<file path="src/hw/rtl/ihex_pkg.sv">
// Shared types, constants and the microcode ROM of the Intel HEX encoder.
// No dependencies; used by the sequencer, datapath and top level.
`timescale 1ns / 1ps
`default_nettype none

package ihex_pkg;

  localparam int ADDR_W             = 32;
  localparam int FILL_W             = 5;
  localparam int LINE_DEPTH         = 16;
  localparam int LINE_AW            = $clog2(LINE_DEPTH);
  localparam int BYTES_PER_LINE_DEF = 16;

  localparam logic [ADDR_W-1:0] LINE_MASK    = 32'h0000000F;
  localparam logic [ADDR_W-1:0] ADDR_LO_MASK = 32'h0000FFFF;

  localparam logic [7:0] ASCII_ZERO = 8'h30;
  localparam logic [7:0] ASCII_A    = 8'h41;
  localparam logic [7:0] CHR_COLON  = 8'h3A;
  localparam logic [7:0] CHR_CR     = 8'h0D;
  localparam logic [7:0] CHR_LF     = 8'h0A;
  localparam logic [7:0] REC_DATA   = 8'h00;
  localparam logic [7:0] REC_EXT    = 8'h04;
  localparam logic [7:0] EXT_COUNT  = 8'h02;
  localparam logic [7:0] ZERO_BYTE  = 8'h00;

  localparam int TAIL_LEN = 11;
  localparam logic [8*TAIL_LEN-1:0] TAIL_STR = ":00000001FF";

  localparam int STEP_W = 6;
  typedef logic [STEP_W-1:0] step_t;

  // Program layout
  localparam step_t S_WAIT     = step_t'(0);
  localparam step_t S_DISPATCH = step_t'(1);
  localparam step_t S_EXT      = step_t'(2);
  localparam step_t S_EXT_LF   = step_t'(18);
  localparam step_t S_CHK      = step_t'(19);
  localparam step_t S_DATA     = step_t'(20);
  localparam step_t S_DHI      = step_t'(29);
  localparam step_t S_DLO      = step_t'(30);
  localparam step_t S_DAT_LF   = step_t'(34);
  localparam step_t S_TAIL     = step_t'(35);
  localparam step_t S_TAIL_END = step_t'(35 + TAIL_LEN - 1);

  typedef enum logic [1:0] {
    CS_LIT = 2'd0,
    CS_HI  = 2'd1,
    CS_LO  = 2'd2
  } chr_sel_t;

  typedef enum logic [2:0] {
    BS_LIT      = 3'd0,
    BS_FILL     = 3'd1,
    BS_LADDR_HI = 3'd2,
    BS_LADDR_LO = 3'd3,
    BS_EXT_HI   = 3'd4,
    BS_EXT_LO   = 3'd5,
    BS_DATA     = 3'd6,
    BS_CKSUM    = 3'd7
  } byte_sel_t;

  typedef enum logic [1:0] {
    LK_NONE     = 2'd0,
    LK_NO_CLOSE = 2'd1,
    LK_NO_LAST  = 2'd2,
    LK_ALWAYS   = 2'd3
  } last_kind_t;

  typedef enum logic [2:0] {
    J_NONE      = 3'd0,
    J_ALWAYS    = 3'd1,
    J_NO_ACCEPT = 3'd2,
    J_NO_EXT    = 3'd3,
    J_NO_CLOSE  = 3'd4,
    J_NO_LAST   = 3'd5,
    J_MORE      = 3'd6
  } jmp_t;

  typedef struct packed {
    logic       take;
    logic       emit;
    chr_sel_t   cs;
    byte_sel_t  bs;
    logic [7:0] lit;
    logic       sum_clr;
    logic       idx_inc;
    last_kind_t lk;
    jmp_t       jc;
    step_t      jt;
    logic       clr_fill;
    logic       reload;
  } ctl_t;

  typedef struct packed {
    logic accept;
    logic slot_free;
    logic ext;
    logic close;
    logic last;
    logic more;
  } status_t;

  function automatic logic [7:0] hex_char(logic [3:0] nib);
    return (nib < 4'd10) ? ASCII_ZERO + {4'h0, nib} : ASCII_A + ({4'h0, nib} - 8'd10);
  endfunction

  function automatic ctl_t uc_lit(logic [7:0] ch);
    ctl_t c;
    c      = '0;
    c.emit = 1'b1;
    c.cs   = CS_LIT;
    c.lit  = ch;
    return c;
  endfunction

  function automatic ctl_t uc_hex(chr_sel_t cs, byte_sel_t bs, logic [7:0] lit);
    ctl_t c;
    c      = '0;
    c.emit = 1'b1;
    c.cs   = cs;
    c.bs   = bs;
    c.lit  = lit;
    return c;
  endfunction

  // Microcode ROM: one control word per step
  function automatic ctl_t ucode(step_t s);
    ctl_t c;
    int   off;
    c   = '0;
    off = int'(s) - int'(S_TAIL);
    case (s)
      S_WAIT: begin
        c.take = 1'b1;
        c.jc   = J_NO_ACCEPT;
        c.jt   = S_WAIT;
      end
      S_DISPATCH: begin
        c.jc = J_NO_EXT;
        c.jt = S_CHK;
      end
      // extended linear address record
      S_EXT: begin
        c         = uc_lit(CHR_COLON);
        c.sum_clr = 1'b1;
      end
      S_EXT + 1:  c = uc_hex(CS_HI, BS_LIT, EXT_COUNT);
      S_EXT + 2:  c = uc_hex(CS_LO, BS_LIT, EXT_COUNT);
      S_EXT + 3:  c = uc_hex(CS_HI, BS_LIT, ZERO_BYTE);
      S_EXT + 4:  c = uc_hex(CS_LO, BS_LIT, ZERO_BYTE);
      S_EXT + 5:  c = uc_hex(CS_HI, BS_LIT, ZERO_BYTE);
      S_EXT + 6:  c = uc_hex(CS_LO, BS_LIT, ZERO_BYTE);
      S_EXT + 7:  c = uc_hex(CS_HI, BS_LIT, REC_EXT);
      S_EXT + 8:  c = uc_hex(CS_LO, BS_LIT, REC_EXT);
      S_EXT + 9:  c = uc_hex(CS_HI, BS_EXT_HI, ZERO_BYTE);
      S_EXT + 10: c = uc_hex(CS_LO, BS_EXT_HI, ZERO_BYTE);
      S_EXT + 11: c = uc_hex(CS_HI, BS_EXT_LO, ZERO_BYTE);
      S_EXT + 12: c = uc_hex(CS_LO, BS_EXT_LO, ZERO_BYTE);
      S_EXT + 13: c = uc_hex(CS_HI, BS_CKSUM, ZERO_BYTE);
      S_EXT + 14: c = uc_hex(CS_LO, BS_CKSUM, ZERO_BYTE);
      S_EXT + 15: c = uc_lit(CHR_CR);
      S_EXT_LF: begin
        c    = uc_lit(CHR_LF);
        c.lk = LK_NO_CLOSE;
        c.jc = J_NO_CLOSE;
        c.jt = S_WAIT;
      end
      S_CHK: begin
        c.jc = J_NO_CLOSE;
        c.jt = S_WAIT;
      end
      // data record
      S_DATA: begin
        c         = uc_lit(CHR_COLON);
        c.sum_clr = 1'b1;
      end
      S_DATA + 1: c = uc_hex(CS_HI, BS_FILL, ZERO_BYTE);
      S_DATA + 2: c = uc_hex(CS_LO, BS_FILL, ZERO_BYTE);
      S_DATA + 3: c = uc_hex(CS_HI, BS_LADDR_HI, ZERO_BYTE);
      S_DATA + 4: c = uc_hex(CS_LO, BS_LADDR_HI, ZERO_BYTE);
      S_DATA + 5: c = uc_hex(CS_HI, BS_LADDR_LO, ZERO_BYTE);
      S_DATA + 6: c = uc_hex(CS_LO, BS_LADDR_LO, ZERO_BYTE);
      S_DATA + 7: c = uc_hex(CS_HI, BS_LIT, REC_DATA);
      S_DATA + 8: c = uc_hex(CS_LO, BS_LIT, REC_DATA);
      S_DHI:      c = uc_hex(CS_HI, BS_DATA, ZERO_BYTE);
      S_DLO: begin
        c         = uc_hex(CS_LO, BS_DATA, ZERO_BYTE);
        c.idx_inc = 1'b1;
        c.jc      = J_MORE;
        c.jt      = S_DHI;
      end
      S_DATA + 11: c = uc_hex(CS_HI, BS_CKSUM, ZERO_BYTE);
      S_DATA + 12: c = uc_hex(CS_LO, BS_CKSUM, ZERO_BYTE);
      S_DATA + 13: c = uc_lit(CHR_CR);
      S_DAT_LF: begin
        c          = uc_lit(CHR_LF);
        c.lk       = LK_NO_LAST;
        c.clr_fill = 1'b1;
        c.jc       = J_NO_LAST;
        c.jt       = S_WAIT;
      end
      // end-of-file record, no CR LF
      S_TAIL_END: begin
        c        = uc_lit(TAIL_STR[7:0]);
        c.lk     = LK_ALWAYS;
        c.reload = 1'b1;
        c.jc     = J_ALWAYS;
        c.jt     = S_WAIT;
      end
      default: begin
        if (s >= S_TAIL && s < S_TAIL_END) begin
          c = uc_lit(TAIL_STR[8*(TAIL_LEN-1-off) +: 8]);
        end else begin
          c.jc = J_ALWAYS;
          c.jt = S_WAIT;
        end
      end
    endcase
    return c;
  endfunction

endpackage

`default_nettype wire

</file>
<file path="src/hw/rtl/ihex_ram.sv">
// Generic single-write, single-read RAM with registered read data.
// No dependencies.
`timescale 1ns / 1ps
`default_nettype none

module ihex_ram #(
  parameter int WIDTH = 8,
  parameter int DEPTH = 16
) (
  input  logic                     clk,
  input  logic                     wr_en,
  input  logic [$clog2(DEPTH)-1:0] wr_addr,
  input  logic [WIDTH-1:0]         wr_data,
  input  logic [$clog2(DEPTH)-1:0] rd_addr,
  output logic [WIDTH-1:0]         rd_data
);

  logic [WIDTH-1:0] mem [DEPTH];
  logic [WIDTH-1:0] rd_data_r;

  always_ff @(posedge clk) begin
    if (wr_en) begin
      mem[wr_addr] <= wr_data;
    end
    rd_data_r <= mem[rd_addr];
  end

  assign rd_data = rd_data_r;

endmodule

`default_nettype wire

</file>
<file path="src/hw/rtl/ihex_useq.sv">
// Microcode sequencer: step counter, control ROM lookup and conditional jumps.
// Depends on ihex_pkg.
`timescale 1ns / 1ps
`default_nettype none

module ihex_useq (
  input  logic              clk,
  input  logic              rst_n,
  input  ihex_pkg::status_t st,
  output ihex_pkg::ctl_t    ctl,
  output logic              adv
);

  ihex_pkg::step_t step_r;
  ihex_pkg::step_t step_nxt;
  logic            jump;

  assign ctl = ihex_pkg::ucode(step_r);
  // emitting steps wait for a free output slot
  assign adv = !ctl.emit || st.slot_free;

  always_comb begin
    case (ctl.jc)
      ihex_pkg::J_NONE:      jump = 1'b0;
      ihex_pkg::J_ALWAYS:    jump = 1'b1;
      ihex_pkg::J_NO_ACCEPT: jump = !st.accept;
      ihex_pkg::J_NO_EXT:    jump = !st.ext;
      ihex_pkg::J_NO_CLOSE:  jump = !st.close;
      ihex_pkg::J_NO_LAST:   jump = !st.last;
      ihex_pkg::J_MORE:      jump = st.more;
      default:               jump = 1'b1;
    endcase
  end

  always_comb begin
    step_nxt = step_r;
    if (adv) begin
      step_nxt = jump ? ctl.jt : step_r + ihex_pkg::step_t'(1);
    end
  end

  always_ff @(posedge clk) begin
    if (!rst_n) begin
      step_r <= ihex_pkg::S_WAIT;
    end else begin
      step_r <= step_nxt;
    end
  end

endmodule

`default_nettype wire

</file>
<file path="src/hw/rtl/ihex_dp.sv">
// Encoder datapath: address and line state, line buffer, checksum, output register.
// Depends on ihex_pkg and ihex_ram; driven by the control word of ihex_useq.
`timescale 1ns / 1ps
`default_nettype none

module ihex_dp #(
  parameter int BYTES_PER_LINE = ihex_pkg::BYTES_PER_LINE_DEF
) (
  input  logic                        clk,
  input  logic                        rst_n,
  input  logic                        cfg_wr_en,
  input  logic [ihex_pkg::ADDR_W-1:0] cfg_start_address,
  input  logic                        in_valid,
  output logic                        in_ready,
  input  logic [7:0]                  in_data_byte,
  input  logic                        in_last_byte,
  output logic                        out_valid,
  input  logic                        out_ready,
  output logic [7:0]                  out_char,
  output logic                        out_last_of_run,
  input  ihex_pkg::ctl_t              ctl,
  input  logic                        adv,
  output ihex_pkg::status_t           st
);

  localparam int FW = ihex_pkg::FILL_W;
  localparam int AW = ihex_pkg::ADDR_W;

  logic [AW-1:0] start_r;
  logic [AW-1:0] cur_r;
  logic [AW-1:0] line_addr_r;
  logic [FW-1:0] fill_r;
  logic [FW-1:0] idx_r;
  logic [FW-1:0] idx_nxt;
  logic [7:0]    sum_r;
  logic          ext_pend_r;
  logic          open_r;
  logic          ext_r;
  logic          close_r;
  logic          last_r;
  logic          out_valid_r;
  logic [7:0]    out_char_r;
  logic          out_last_r;

  logic          accept;
  logic          need_ext;
  logic          close_now;
  logic [FW-1:0] fill_inc;
  logic [AW-1:0] cur_inc;
  logic [7:0]    rd_data;
  logic [7:0]    byte_val;
  logic [7:0]    chr_val;
  logic          last_val;

  assign in_ready = ctl.take;
  assign accept   = in_valid && ctl.take;

  assign fill_inc  = fill_r + FW'(1);
  assign cur_inc   = cur_r + AW'(1);
  // extended record: first line of a high stream, or line opens on a 64 KiB boundary
  assign need_ext  = (fill_r == '0) && (ext_pend_r || ((cur_r & ihex_pkg::ADDR_LO_MASK) == '0));
  assign close_now = in_last_byte || ((cur_inc & ihex_pkg::LINE_MASK) == '0) ||
                     ({1'b0, fill_inc} >= (FW+1)'(BYTES_PER_LINE)) ||
                     (fill_inc >= FW'(ihex_pkg::LINE_DEPTH));

  always_comb begin
    idx_nxt = idx_r;
    if (adv && ctl.sum_clr) begin
      idx_nxt = '0;
    end else if (adv && ctl.idx_inc) begin
      idx_nxt = idx_r + FW'(1);
    end
  end

  // read address runs one step ahead so rd_data matches idx_r
  ihex_ram #(
    .WIDTH (8),
    .DEPTH (ihex_pkg::LINE_DEPTH)
  ) u_line_buf (
    .clk     (clk),
    .wr_en   (accept),
    .wr_addr (fill_r[ihex_pkg::LINE_AW-1:0]),
    .wr_data (in_data_byte),
    .rd_addr (idx_nxt[ihex_pkg::LINE_AW-1:0]),
    .rd_data (rd_data)
  );

  always_comb begin
    case (ctl.bs)
      ihex_pkg::BS_LIT:      byte_val = ctl.lit;
      ihex_pkg::BS_FILL:     byte_val = 8'(fill_r);
      ihex_pkg::BS_LADDR_HI: byte_val = line_addr_r[15:8];
      ihex_pkg::BS_LADDR_LO: byte_val = line_addr_r[7:0];
      ihex_pkg::BS_EXT_HI:   byte_val = line_addr_r[31:24];
      ihex_pkg::BS_EXT_LO:   byte_val = line_addr_r[23:16];
      ihex_pkg::BS_DATA:     byte_val = rd_data;
      ihex_pkg::BS_CKSUM:    byte_val = 8'h00 - sum_r;
      default:               byte_val = ctl.lit;
    endcase
  end

  always_comb begin
    case (ctl.cs)
      ihex_pkg::CS_LIT: chr_val = ctl.lit;
      ihex_pkg::CS_HI:  chr_val = ihex_pkg::hex_char(byte_val[7:4]);
      ihex_pkg::CS_LO:  chr_val = ihex_pkg::hex_char(byte_val[3:0]);
      default:          chr_val = ctl.lit;
    endcase
  end

  always_comb begin
    case (ctl.lk)
      ihex_pkg::LK_NONE:     last_val = 1'b0;
      ihex_pkg::LK_NO_CLOSE: last_val = !close_r;
      ihex_pkg::LK_NO_LAST:  last_val = !last_r;
      ihex_pkg::LK_ALWAYS:   last_val = 1'b1;
      default:               last_val = 1'b0;
    endcase
  end

  always_ff @(posedge clk) begin
    if (!rst_n) begin
      start_r     <= '0;
      cur_r       <= '0;
      line_addr_r <= '0;
      fill_r      <= '0;
      idx_r       <= '0;
      sum_r       <= '0;
      ext_pend_r  <= 1'b0;
      open_r      <= 1'b0;
      ext_r       <= 1'b0;
      close_r     <= 1'b0;
      last_r      <= 1'b0;
      out_valid_r <= 1'b0;
    end else begin
      if (accept) begin
        open_r  <= 1'b1;
        ext_r   <= need_ext;
        close_r <= close_now;
        last_r  <= in_last_byte;
        fill_r  <= fill_inc;
        cur_r   <= cur_inc;
        if (fill_r == '0) begin
          line_addr_r <= cur_r;
        end
        if (need_ext) begin
          ext_pend_r <= 1'b0;
        end
      end
      if (adv && ctl.clr_fill) begin
        fill_r <= '0;
      end
      if (adv && ctl.reload) begin
        cur_r      <= start_r;
        ext_pend_r <= start_r > ihex_pkg::ADDR_LO_MASK;
        fill_r     <= '0;
        open_r     <= 1'b0;
      end
      if (cfg_wr_en) begin
        start_r <= cfg_start_address;
        if (!open_r) begin
          cur_r      <= cfg_start_address;
          ext_pend_r <= cfg_start_address > ihex_pkg::ADDR_LO_MASK;
          fill_r     <= '0;
        end
      end
      idx_r <= idx_nxt;
      if (adv && ctl.sum_clr) begin
        sum_r <= '0;
      end else if (adv && ctl.emit && (ctl.cs == ihex_pkg::CS_LO)) begin
        sum_r <= sum_r + byte_val;
      end
      if (adv && ctl.emit) begin
        out_valid_r <= 1'b1;
      end else if (out_ready) begin
        out_valid_r <= 1'b0;
      end
    end
  end

  always_ff @(posedge clk) begin
    if (adv && ctl.emit) begin
      out_char_r <= chr_val;
      out_last_r <= last_val;
    end
  end

  assign out_valid       = out_valid_r;
  assign out_char        = out_char_r;
  assign out_last_of_run = out_last_r;

  assign st.accept    = accept;
  assign st.slot_free = !out_valid_r || out_ready;
  assign st.ext       = ext_r;
  assign st.close     = close_r;
  assign st.last      = last_r;
  assign st.more      = (idx_r + FW'(1)) != fill_r;

endmodule

`default_nettype wire

</file>
<file path="src/hw/rtl/intel_hex_record_encoder.sv">
// Top level of the Intel HEX (I32HEX) record encoder: sequencer plus datapath.
// Depends on ihex_pkg, ihex_useq, ihex_dp (and ihex_ram through ihex_dp).
//
//   channel  direction  handshake           payload
//   in_      sink       in_valid/in_ready   in_data_byte[7:0], in_last_byte
//   out_     source     out_valid/out_ready out_char[7:0], out_last_of_run
//   cfg_     sink       cfg_wr_en           cfg_start_address[31:0]
//
// A byte that closes no line passes the take, dispatch and close check steps.
// A line-opening byte that needs an extended address record adds that 17-character
// record; a closing byte adds an n-byte data record of 13 + 2*n characters and, for
// the last byte, the 11-character end record (56 characters max per byte).
// Each emitting step waits while the output register is full and out_ready is low.
// in_ready is high only in the take step.
// rst_n is synchronous; the line buffer needs no clearing pass.
`timescale 1ns / 1ps
`default_nettype none

module intel_hex_record_encoder #(
  parameter int BYTES_PER_LINE = ihex_pkg::BYTES_PER_LINE_DEF
) (
  input  logic                        clk,
  input  logic                        rst_n,
  input  logic                        cfg_wr_en,
  input  logic [ihex_pkg::ADDR_W-1:0] cfg_start_address,
  input  logic                        in_valid,
  output logic                        in_ready,
  input  logic [7:0]                  in_data_byte,
  input  logic                        in_last_byte,
  output logic                        out_valid,
  input  logic                        out_ready,
  output logic [7:0]                  out_char,
  output logic                        out_last_of_run
);

  ihex_pkg::ctl_t    ctl;
  ihex_pkg::status_t st;
  logic              adv;

  ihex_useq u_useq (
    .clk   (clk),
    .rst_n (rst_n),
    .st    (st),
    .ctl   (ctl),
    .adv   (adv)
  );

  ihex_dp #(
    .BYTES_PER_LINE (BYTES_PER_LINE)
  ) u_dp (
    .clk               (clk),
    .rst_n             (rst_n),
    .cfg_wr_en         (cfg_wr_en),
    .cfg_start_address (cfg_start_address),
    .in_valid          (in_valid),
    .in_ready          (in_ready),
    .in_data_byte      (in_data_byte),
    .in_last_byte      (in_last_byte),
    .out_valid         (out_valid),
    .out_ready         (out_ready),
    .out_char          (out_char),
    .out_last_of_run   (out_last_of_run),
    .ctl               (ctl),
    .adv               (adv),
    .st                (st)
  );

endmodule

`default_nettype wire

</file>
<file path="config.mk">
export PLATFORM = sky130hd
export DESIGN_NAME = intel_hex_record_encoder
export DESIGN_NICKNAME = d
export VERILOG_FILES = /design/src/hw/rtl/ihex_pkg.sv /design/src/hw/rtl/ihex_ram.sv /design/src/hw/rtl/ihex_useq.sv /design/src/hw/rtl/ihex_dp.sv /design/src/hw/rtl/intel_hex_record_encoder.sv
export SDC_FILE = /design/constraint.sdc
export NUM_CORES = 1
export LEC_CHECK = 0
export CAP_MARGIN = 20
export CORE_MARGIN = 10
export CORE_UTILIZATION = 30
export CTS_CLUSTER_DIAMETER = 40
export DETAILED_ROUTE_END_ITERATION = 10
export DONT_BUFFER_PORTS = 1
export GPL_TIMING_DRIVEN = 0
export PLACE_DENSITY = 0.44
export SLEW_MARGIN = 20
export SYNTH_ARGS = -nofsm -noshare
export SYNTH_HDL_FRONTEND = slang
export SYNTH_HIERARCHICAL = 1
export SYNTH_SLANG_ARGS = --single-unit
</file>
<file path="constraint.sdc">
create_clock -name clk -period 4.83 [get_ports clk]
set_clock_uncertainty 0.1 [all_clocks]
set_input_delay 0.483 -clock clk [delete_from_list [all_inputs] [get_ports clk]]
set_output_delay 0.483 -clock clk [all_outputs]
set_load 0.02 [all_outputs]
</file>
==> summary.txt, run 1 <==
Fillers: 4688
HP Start: cfg_start_address[17]
Clk network pwr share: 0.369
R2R cell count: 18
critical path's top delay family: simple AND/OR/NAND/NOR gates
largest net degree at the start of global routing: 19
Starting Density: 0.3032
area grow syn2layout: 23.31%
final routed DRC violation total: 0
critical path class: register to register
Sw Pwr: 0.003251 W
CTS buffer count: 48
Pwr Density: 527.4 mW/mm²
Worst-Skew Late Latency: 0.61 ns
Synth warnings: 6
syn nets: 1465
Longest Clk Path Bufs: 3
leakage: 6.152 nW
status: completed
Syn Inst Count: 1388
initial antenna violation count: 1
Design Power: 0.009161 W
hold slack: 0.05851 ns
DRT Wirelength: 43270 µm
CP max-delay cell: dfxtp_2
setup TNS: 0 ns
htree depth: 2
I/O pin count: 57
Startpoint Class: register
Crit path arrival time: 4.79 ns
final hold violation count: 0
vias per cell: 5.223
worst vdd ir: 0.3011 mV
Die Area: 0.05602 mm²
switching share of total power: 0.3549
CP endpoint kind: register
crit-path cells: ha_1 -> buf_2 -> nor2b_2 -> a2bb2oi_1 -> a211oi_1 -> or3_1 -> a211oi_2 -> nand2_2 -> o211ai_1 -> buf_4 -> o22ai_4 -> ha_1 -> inv_1 -> ha_4 -> inv_1 -> or3_1 -> mux2i_1 -> o22ai_1
Internal Power: 0.005910 W
Overflow after GRT: 0
Total GRT Usage: 0.1505
fraction of layout cells with a size suffix above 1: 0.1534
metal1 wirelength: 20410 µm
WL met2: 19590 µm
Sink Count: 271
worst-margin pin slew: 0.8538 ns
CP endpoint: u_dp/out_char[4]
Max FO, Critical Path: 10
CP max stage delay: 0.45 ns
Worst path depth: 18
Core Util, Final: 0.3739
Hold Path Class: primary input to register
Final nets: 1570
FF-to-FF setup slack: 0.22 ns
Sequential Power Share: 0.311
Syn Std Cell Area: 0.01409 mm²
max-cap violations: 0
first-pass GRT wire length: 66560 µm
final instance area: 0.01737 mm²
vias in the first global route: 10926
1st-iter DRT viols: 926
die width: 236.7 µm
combinational share of power: 0.320
row cnt: 79
Max Used Layer: met4
final setup fails: 0
Vias: 11178
Max-slew headroom: 0.4308
# port buffers: 0
DR WL/cell: 20.22 µm
Final HPWL DP: 30820 µm
R2R Path Start: u_useq/step_r[1]
synthesized area per cell: 10.15 µm²
Met3 Wirelength: 2269 µm
CTS clk-pin slew, worst paths: 0.05 ns
DR pass1 iterations: 7
worst path required time: 5.01 ns
fin crit period: 4.612 ns
Routed Antenna Nets: 0
placed instance area: 0.01487 mm²
Final Max Slew Viols: 0
DIE HEIGHT: 236.7 µm
core box area: 0.04646 mm²
final worst-path cycle share: 0.9549
clk root buf: clkbuf_16
Reg-to-Reg End: u_dp/out_char[4]
critical path startpoint: u_useq/step_r[1]
gp weighted congestion: 0.8786
CTS tree: done
fmax: 0.2168 GHz
Buf/Inv on CP: 4
==> cells in the final DEF (no fill, tap or decap), drive strengths merged, types with 7 or more instances in the layout <==
master	instances
o21ai	60
or3	11
nand3	44
a22oi	22
and3	15
xor2	27
buf	62
inv	55
edfxtp	137
o22ai	11
nor2b	18
mux2i	54
clkinvlp	7
nand2b	17
dlygate4sd3	42
nand3b	7
dfxtp	134
nand2	157
a211oi	16
o211ai	10
and2	9
a21oi	91
nor4	16
nor2	131
xnor2	29
o31ai	9
a31oi	12
nand4	20
mux4	32
nor3	30
clkbuf	97
ha	30
clkinv	18
==> what timing repair did <==
action                                 4_1_cts  5_1_grt
gates resized for setup                     44       50
pin swaps                                    5        8
endpoints found under the hold margin      191        0
buffers inserted                             4       13
hold buffers                                42        0
setup endpoints to repair                   71       19
==> per-stage QoR <==
stage	cells	worst slack, ns
3_5_place_dp	1995	-1.416
4_1_cts	2127	0.002867
5_1_grt	2140	-0.04867
2_1_floorplan	1388	0.3925
3_3_place_gp	1995	-1.311
6_report	2140	0.2179
==> area by class of cell <==
class / instances / area (µm²) / area share
plain buffers: 90 / 531.8 / 0.03061
well taps: 607 / 759.5 / 0.04372
clock inverters: 34 / 404.1 / 0.02326
repair buffers: 59 / 548.0 / 0.03155
clock buffers: 55 / 1249 / 0.07188
diodes: 1 / 2.502 / 0.0001441
inverters: 50 / 187.7 / 0.01080
multi-input cells: 973 / 6889 / 0.3966
flip-flops and latches: 271 / 6800 / 0.3915
==> worst min path at each step <==
stage	to	slack [ns]	depth (start not counted)
after global placement	u_dp/line_addr_r[31]	0.35	2
after global routing	u_dp/cur_r[13]	0.04	2
after detailed placement	u_dp/line_addr_r[7]	0.35	2
final	u_dp/cur_r[17]	0.06	2
after CTS	u_dp/cur_r[17]	0.03	2
after floorplan	u_dp/line_addr_r[10]	0.33	2
==> power groups by stage <==
stage | logic [W] | clock network [W] | registers [W]
floorplan | 0.00186 | 0 | 0.00282
global placement | 0.00250 | 0 | 0.00289
detailed placement | 0.00251 | 0 | 0.00290
CTS | 0.00269 | 0.00347 | 0.00285
global route | 0.00322 | 0.00358 | 0.00288
finish | 0.00293 | 0.00338 | 0.00285
==> state kept, by name (all words and copies together), names as in the netlist, 6 cells and up <==
name	count
u_dp/sum_r	8
u_useq/step_r	6
u_dp/line_addr_r	32
u_dp/cur_r	32
u_dp/u_line_buf/rd_data	8
u_dp/start_r	32
u_dp/out_char	8
u_dp/u_line_buf/mem	128
==> layer usage <==
layer | vias up | track usage
met3 | 69 | 0.03172
li1 | 5346 | -
met5 | - | 0
met4 | 0 | 0.05096
met2 | 301 | 0.2338
met1 | 5462 | 0.2036
No activity file was read; power rests on OpenSTA's default activity.
==> run 2: changes to the inputs <==
--- a/config.mk
+++ b/config.mk
@@ -9,10 +9,12 @@
 export CORE_MARGIN = 10
 export CORE_UTILIZATION = 30
 export CTS_CLUSTER_DIAMETER = 40
+export CTS_CLUSTER_SIZE = 28
 export DETAILED_ROUTE_END_ITERATION = 10
 export DONT_BUFFER_PORTS = 1
 export GPL_TIMING_DRIVEN = 0
 export PLACE_DENSITY = 0.44
+export REMOVE_ABC_BUFFERS = 1
 export SLEW_MARGIN = 20
 export SYNTH_ARGS = -nofsm -noshare
 export SYNTH_HDL_FRONTEND = slang
==> run 2 against run 1 <==
Count of clock-buffer cells in the layout unchanged. Setup slack got worse by 0.012 ns. Non-clock buffer count decreased by 78. Clock power about the same. Register-to-register slack about the same. Sequential power increased by 1%. Hold slack got worse by 0.012 ns. Sequential share of layout area increased by 0.87 points. Core utilization decreased by 0.73 points. Via count decreased by 3.8%. Combinational power decreased by 8.2%. Largest cell class unchanged. Largest power group unchanged.
==> summary.txt, run 2 (synthesis results as in run 1) <==
Internal Power: 0.005834 W
Worst-Skew Late Latency: 0.58 ns
row cnt: 79
worst-margin pin slew: 0.9896 ns
footprint of the multi-input gates: 0.006892 mm²
leakage: 5.917 nW
dpl ws: -1.260 ns
Overflow after GRT: 0
final setup fails: 0
CTS clk-pin slew, worst paths: 0.04 ns
filler-free cell count of the finished design: 2060
Max-slew headroom: 0.3379
Starting Density: 0.3032
Final Max Slew Viols: 0
Fillers: 4676
hold slack: 0.04668 ns
Final HPWL DP: 26560 µm
gp weighted congestion: 0.8025
Sink Count: 271
CP max stage delay: 0.46 ns
Buf/Inv on CP: 2
commonest non-fill, non-tap cell in the layout: nand2_1
Reg-to-Reg End: u_dp/out_char[3]
fraction of layout cells with a size suffix above 1: 0.1329
Max FO, Critical Path: 14
Storage cell area: 0.006817 mm²
critical path's top delay family: compound AO/OA/AOI/OAI gates
R2R Path Start: u_useq/step_r[0]
Hold Path Class: primary input to register
placed cells: 1913
initial antenna violation count: 1
hold depth: 2
Sequential Power Share: 0.323
core box area: 0.04646 mm²
CTS tree: done
fmax: 0.2163 GHz
fin crit period: 4.624 ns
Startpoint Class: register
CP max-delay cell: dfxtp_4
Crit path arrival time: 4.80 ns
Sw Pwr: 0.003103 W
clk root buf: clkbuf_16
area grow syn2layout: 20.92%
most frequent cells in the layout: nand2_1 (155), edfxtp_1 (137), nor2_1 (128), dfxtp_1 (128), a21oi_1 (86)
final worst-path cycle share: 0.9574
final routed DRC violation total: 0
Most flops, register: u_dp/u_line_buf/mem
Die Area: 0.05602 mm²
Clk network pwr share: 0.376
vias per cell: 5.222
DRT Wirelength: 40430 µm
Most Frequent Cell on Critical Path: a21oi_1
Pwr Density: 524.7 mW/mm²
die width: 236.7 µm
status: completed
critical path class: register to register
vias in the first global route: 10624
HP Start: in_last_byte
Routed Antenna Nets: 0
RSZ-0062 raised after global routing: false
CTS buffer count: 46
Longest Clk Path Bufs: 3
DR WL/cell: 19.62 µm
largest net degree at the start of global routing: 47
worst vdd ir: 0.3341 mV
# port buffers: 0
DIE HEIGHT: 236.7 µm
final hold violation count: 0
CP endpoint kind: register
max-cap violations: 0
FF-to-FF setup slack: 0.21 ns
Final nets: 1493
switching share of total power: 0.3472
I/O pin count: 57
htree depth: 2
first-pass GRT wire length: 62690 µm
1st-iter DRT viols: 800
worst path required time: 5.01 ns
Total GRT Usage: 0.1395
DR pass1 iterations: 7
final setup margin: 0.2058 ns
R2R cell count: 15
combinational share of power: 0.301
Vias: 10757
max reg flops: 128
worst hold path endpoint: u_dp/close_r
crit-path cells: ha_2 -> a21oi_1 -> o32a_1 -> o211ai_1 -> buf_4 -> buf_4 -> nor2b_1 -> a221oi_1 -> a21oi_1 -> a31oi_2 -> ha_2 -> nand2b_1 -> a21oi_1 -> nor3_1 -> a211o_1
-- run 2: changes by cell type in the layout (fill, tap and decap cells not counted), moves of 5 or more --
cell,delta
clkbuf_1,-35
buf_4,-18
buf_2,-13
clkinv_4,-7
a22oi_1,+5
a22oi_2,-5
buf_1,-5
buf_6,-5
dfxtp_4,+5
-- run 2: per-layer routing --
layer / part of all wire / GRT usage
met5: 0 / 0
met1: 0.47 / 0.1901
met2: 0.46 / 0.2206
met3: 0.047 / 0.02848
met4: 0.018 / 0.03648
-- run 2: how the worst max path moves through the flow --
stage | from | endpoint | slack, ns | depth (start not counted)
floorplan | u_useq/step_r[2] | u_dp/sum_r[6] | -0.35 | 18
global placement | u_useq/step_r[2] | u_dp/sum_r[6] | -2.68 | 18
detailed placement | u_useq/step_r[0] | u_dp/u_line_buf/rd_data[5] | -1.26 | 14
CTS | u_useq/step_r[0] | u_dp/sum_r[6] | 0.01 | 19
global route | u_useq/step_r[0] | u_dp/out_char[3] | 0.0007 | 19
finish | u_useq/step_r[0] | u_dp/out_char[3] | 0.21 | 15
-- run 2: power by group through the flow --
stage / logic, W / clock network, W / registers [W]
global placement: 0.00232 / 0 / 0.00292
floorplan: 0.00172 / 0 / 0.00285
finish: 0.00269 / 0.00336 / 0.00289
CTS: 0.00260 / 0.00345 / 0.00289
global route: 0.00296 / 0.00356 / 0.00292
detailed placement: 0.00239 / 0 / 0.00293
-- run 2: worst register-to-register path, delay by kind of cell, from the launching register on --
family | cells | cell delay (ns)
buffers and inverters | 2 | 0.46
adder cells (fa/ha/maj) | 2 | 0.75
AO/OA/AOI/OAI | 8 | 2.03
flip-flops | 1 | 0.46
AND/OR/NAND/NOR | 3 | 0.56
-- run 2: cell type report --
| cell class | instances | area share |
|---|---|---|
| Tap cell | 607 | 0.04459 |
| Sequential cell | 271 | 0.4002 |
| Clock inverter | 29 | 0.02343 |
| Timing Repair inverter | 1 | 0.0002938 |
| Multi-Input combinational cell | 975 | 0.4046 |
| Clock buffer | 55 | 0.07191 |
| Inverter | 50 | 0.01161 |
| Timing Repair Buffer | 71 | 0.04326 |
| Antenna cell | 1 | 0.0001469 |
-- run 2: what timing repair did --
item	in CTS	in global routing
hold endpoints to repair	195	0
endpoints found under the setup margin	50	28
setup buffers	6	6
resized for setup	34	21
pin swaps	4	4
cloned	2	1
hold buffers	47	0
-- run 2: per-stage QoR --
step | instance area, µm² | total power, W | setup TNS (ns) | utilization
2_1_floorplan | 13610 | 0.004571 | -1.847 | -
3_3_place_gp | 14370 | 0.005240 | -74.45 | 0.3093
3_5_place_dp | 14600 | 0.005319 | -20.88 | 0.3142
4_1_cts | 16900 | 0.008936 | 0 | 0.3637
5_1_grt | 17030 | 0.009441 | 0 | 0.3667
6_report | 17030 | 0.008937 | 0 | 0.3667
